[src/kts_ram.sv]
// generic single-write, single-read ram with registered read data
`timescale 1ns / 1ps

module kts_ram #(
    parameter int WIDTH = 8,
    parameter int DEPTH = 64
) (
    input  logic                     i_clk,
    input  logic                     i_we,
    input  logic [$clog2(DEPTH)-1:0] i_waddr,
    input  logic [WIDTH-1:0]         i_wdata,
    input  logic [$clog2(DEPTH)-1:0] i_raddr,
    output logic [WIDTH-1:0]         o_rdata
);

    logic [WIDTH-1:0] r_mem [DEPTH];
    logic [WIDTH-1:0] r_rdata;

    always_ff @(posedge i_clk) begin
        if (i_we) begin
            r_mem[i_waddr] <= i_wdata;
        end
        r_rdata <= r_mem[i_raddr];
    end

    assign o_rdata = r_rdata;

endmodule
[config.mk]
export PLATFORM = sky130hd
export DESIGN_NAME = kts_ram
export DESIGN_NICKNAME = d
export VERILOG_FILES = /design/src/kts_ram.sv
export SDC_FILE = /design/constraint.sdc
export NUM_CORES = 1
export LEC_CHECK = 0
export ABC_AREA = 1
export BUFFER_PORTS_ARGS = -buffer_cell sky130_fd_sc_hd__buf_4
export CORE_MARGIN = 5
export CORE_UTILIZATION = 50
export CTS_CLUSTER_SIZE = 30
export DETAILED_ROUTE_END_ITERATION = 10
export GPL_ROUTABILITY_DRIVEN = 0
export GPL_TIMING_DRIVEN = 0
export PLACE_DENSITY = 0.66
export SLEW_MARGIN = 15
export SYNTH_ARGS = -nofsm -noshare
export SYNTH_HDL_FRONTEND = slang
export SYNTH_SLANG_ARGS = --single-unit
[constraint.sdc]
create_clock -name i_clk -period 4.22 [get_ports i_clk]
set_input_delay 0.422 -clock i_clk [delete_from_list [all_inputs] [get_ports i_clk]]
set_output_delay 0.422 -clock i_clk [all_outputs]
set_load 0.005 [all_outputs]
==> metrics.txt <==
Core Util, Final=56.6%; Die W=roughly 220 um; Antenna Nets Post-Route=0; status=complete, no violations; worst slew pin tran=approximately 1100 ps; NetSw=2.42 mW; Compound-Gate Fraction of Synth Area=0%; mux share of post-synthesis cell area=0%; CP Cell Sequence=clkbuf_1 > inv_1 > nand4_1 > nor2_1; H-tree levels=2; Max Cap Viol=0; postcts setup bufs=0; commonest non-fill, non-tap cells in the layout=nand2_1 (648), edfxtp_1 (512), nand3_1 (439); #FFs+latches synth=520; setup TNS=0 ps; routed len/inst=24.3 um; sequential power share=53.7%; clk_skew=18.7 ps; Seq/Total Area, Yosys=72.8%; Worst Path Max Fanout=9; # port buffers=21; Placed Area=0.0223 sq mm; final period utilization=between 60% and 70%; DRT Pass-1 Iters=6; Die Ht=217 um; initial antenna violation count=4; final setup margin=1650 ps; PwrDens=around 450 mW/mm^2; Post-CTS Hold Buffers=0; gr usage total=25.4%; post-synthesis simple-gate area fraction=23.2%; CTS Buf Count=a little over 50; P_leak=8.61 nW; largest family of logic cells by synthesized area=simple AND/OR/NAND/NOR gates; final setup fails=0; Ports=30; clock buffer depth=3; final instance area=0.0238 sq mm; Net Count, Synth=1,827; DR vias/cell=5.91; Max rail drop VDD=0.390 mV; core box area=0.0420 sq mm; clk_lat worst skew=590 ps; Yosys cell types=16; DR iter-0 viols=1,869; row cnt=75; total congestion overflow=0; CTS tree=done; diode count=0; syn_area_per_cell=11.8 sq um; HP Class=in -> reg; P&R area growth vs syn=11.5%; combinational share of power=a little over 7%; cell-internal power=approximately 8.3 mW; vias in the first global route=13,723; Worst EP arrival=about 2800 ps; largest net degree at the start of global routing=65; crit path capture type=flip-flop; die area=between 0.04 and 0.05 sq mm; Mapped Cells=1,805; Initial Util=roughly half; Adder-Cell Fraction of Synth Area=0%; first-pass GRT wire length=approximately 90,000 um; sw frac=between 20% and 30%; share of cells above drive strength 1=approximately 9.8%; CP Class=in -> reg; Slew headroom=24.6%; Final Critical Period=2570 ps; Root Buffer=clkbuf_16; xor/xnor cell area share of the yosys netlist=0%; final wirelength=59,800 um; max incr delay on CP=1130 ps; Worst-path clk slew=60 ps; launching element type of the critical path=input pin; Vias=14,571; Fmax=0.389 GHz; Post-Syn Area=0.0213 sq mm; Layout Nets=1,910; Max Slew Vio Count=0; Sink Count=520; Worst path slowest cell=nor2_1; DP HPWL=39,500 um; synth warn=0; Clk pwr share=between 30% and 40%; CP required=4420 ps; number of gates resized after CTS=0; RSZ-0062 raised after global routing=false; pre-CTS WS=1250 ps; Fin. Hold Viols=0; drt drc=0; most common cell after layout, fill and taps aside=nand2_1
state kept, by name, indices dropped and copies added, names as in the netlist:
register  flops
o_rdata       8
r_mem       512
logic make-up (layout without fill, tap and decap cells):
kind of cell,after synthesis,in the layout
AND/OR/NAND/NOR,1160,1160
flip-flops,520,520
buffers and inverters,125,247
metal layers:
layer  wire length (um)  up-vias  GRT usage (%)
met3               6630      162           5.37
li1                   -     6525              -
met1              24000     7016           36.7
met5                 29        -              0
met4               2180        6           7.97
met2              27000      862           39.0
critical path, delay by kind of cell:
kind | cells | cell delay, ps
buffers and inverters | 2 | 530
and+or+nand+nor | 2 | 1810
worst paths after layout:
| check | endpoint | slack [ps] | cells after the start | start |
|---|---|---|---|---|
| min reg2reg | o_rdata[4] | 950 | 8 | r_mem[10][4] |
| max reg2reg | o_rdata[5] | 2710 | 8 | r_mem[61][5] |
| max | r_mem[26][7] | 1650 | 4 | i_waddr[0] |
| min | r_mem[36][7] | 430 | 1 | i_wdata[7] |
through the flow:
| step | hold WS (ps) | std cells | power, mW |
|---|---|---|---|
| global route | 423 | 2466 | 11.0 |
| finish | 427 | 2466 | 10.7 |
| detailed placement | 807 | 2374 | 6.58 |
| CTS | 406 | 2466 | 10.7 |
| floorplan | 521 | 1805 | 6.24 |
| global placement | 807 | 2365 | 6.57 |
cell usage after synthesis:
cell      instances  area share, %
nand2_1         648             11
edfxtp_1        512             72
nand3_1         439             10
nor2_1           56           0.99
buf_2            37           0.87
buf_6            35            1.8
clkbuf_1         15           0.26
buf_4            14           0.49
buf_1            10           0.18
inv_1            10           0.18
nand4_1           9           0.26
dfxtp_1           8           0.75
nor4_1            8           0.23
buf_8             2           0.14
inv_2             1          0.018
inv_6             1          0.041
area by class of cell:
| type | count | area [sq um] |
|---|---|---|
| plain buffers | 113 | 808 |
| fillers | 3449 | 18300 |
| flip-flops and latches | 520 | 15500 |
| well taps | 539 | 674 |
| clock inverters | 28 | 143 |
| clock buffers | 64 | 1370 |
| repair buffers | 30 | 213 |
| multi-input cells | 1160 | 5000 |
| inverters | 12 | 50.0 |
power by group through the flow:
stage          combinational [mW]  sequential (mW)  clock (mW)
6_report                    0.758             5.73        4.19
2_1_floorplan               0.402             5.84           0
4_1_cts                     0.747             5.73        4.22
3_3_place_gp                0.729             5.84           0
3_5_place_dp                0.746             5.84           0
5_1_grt                     0.812             5.73        4.45
Note: power is estimated with default switching activity, not from simulation.
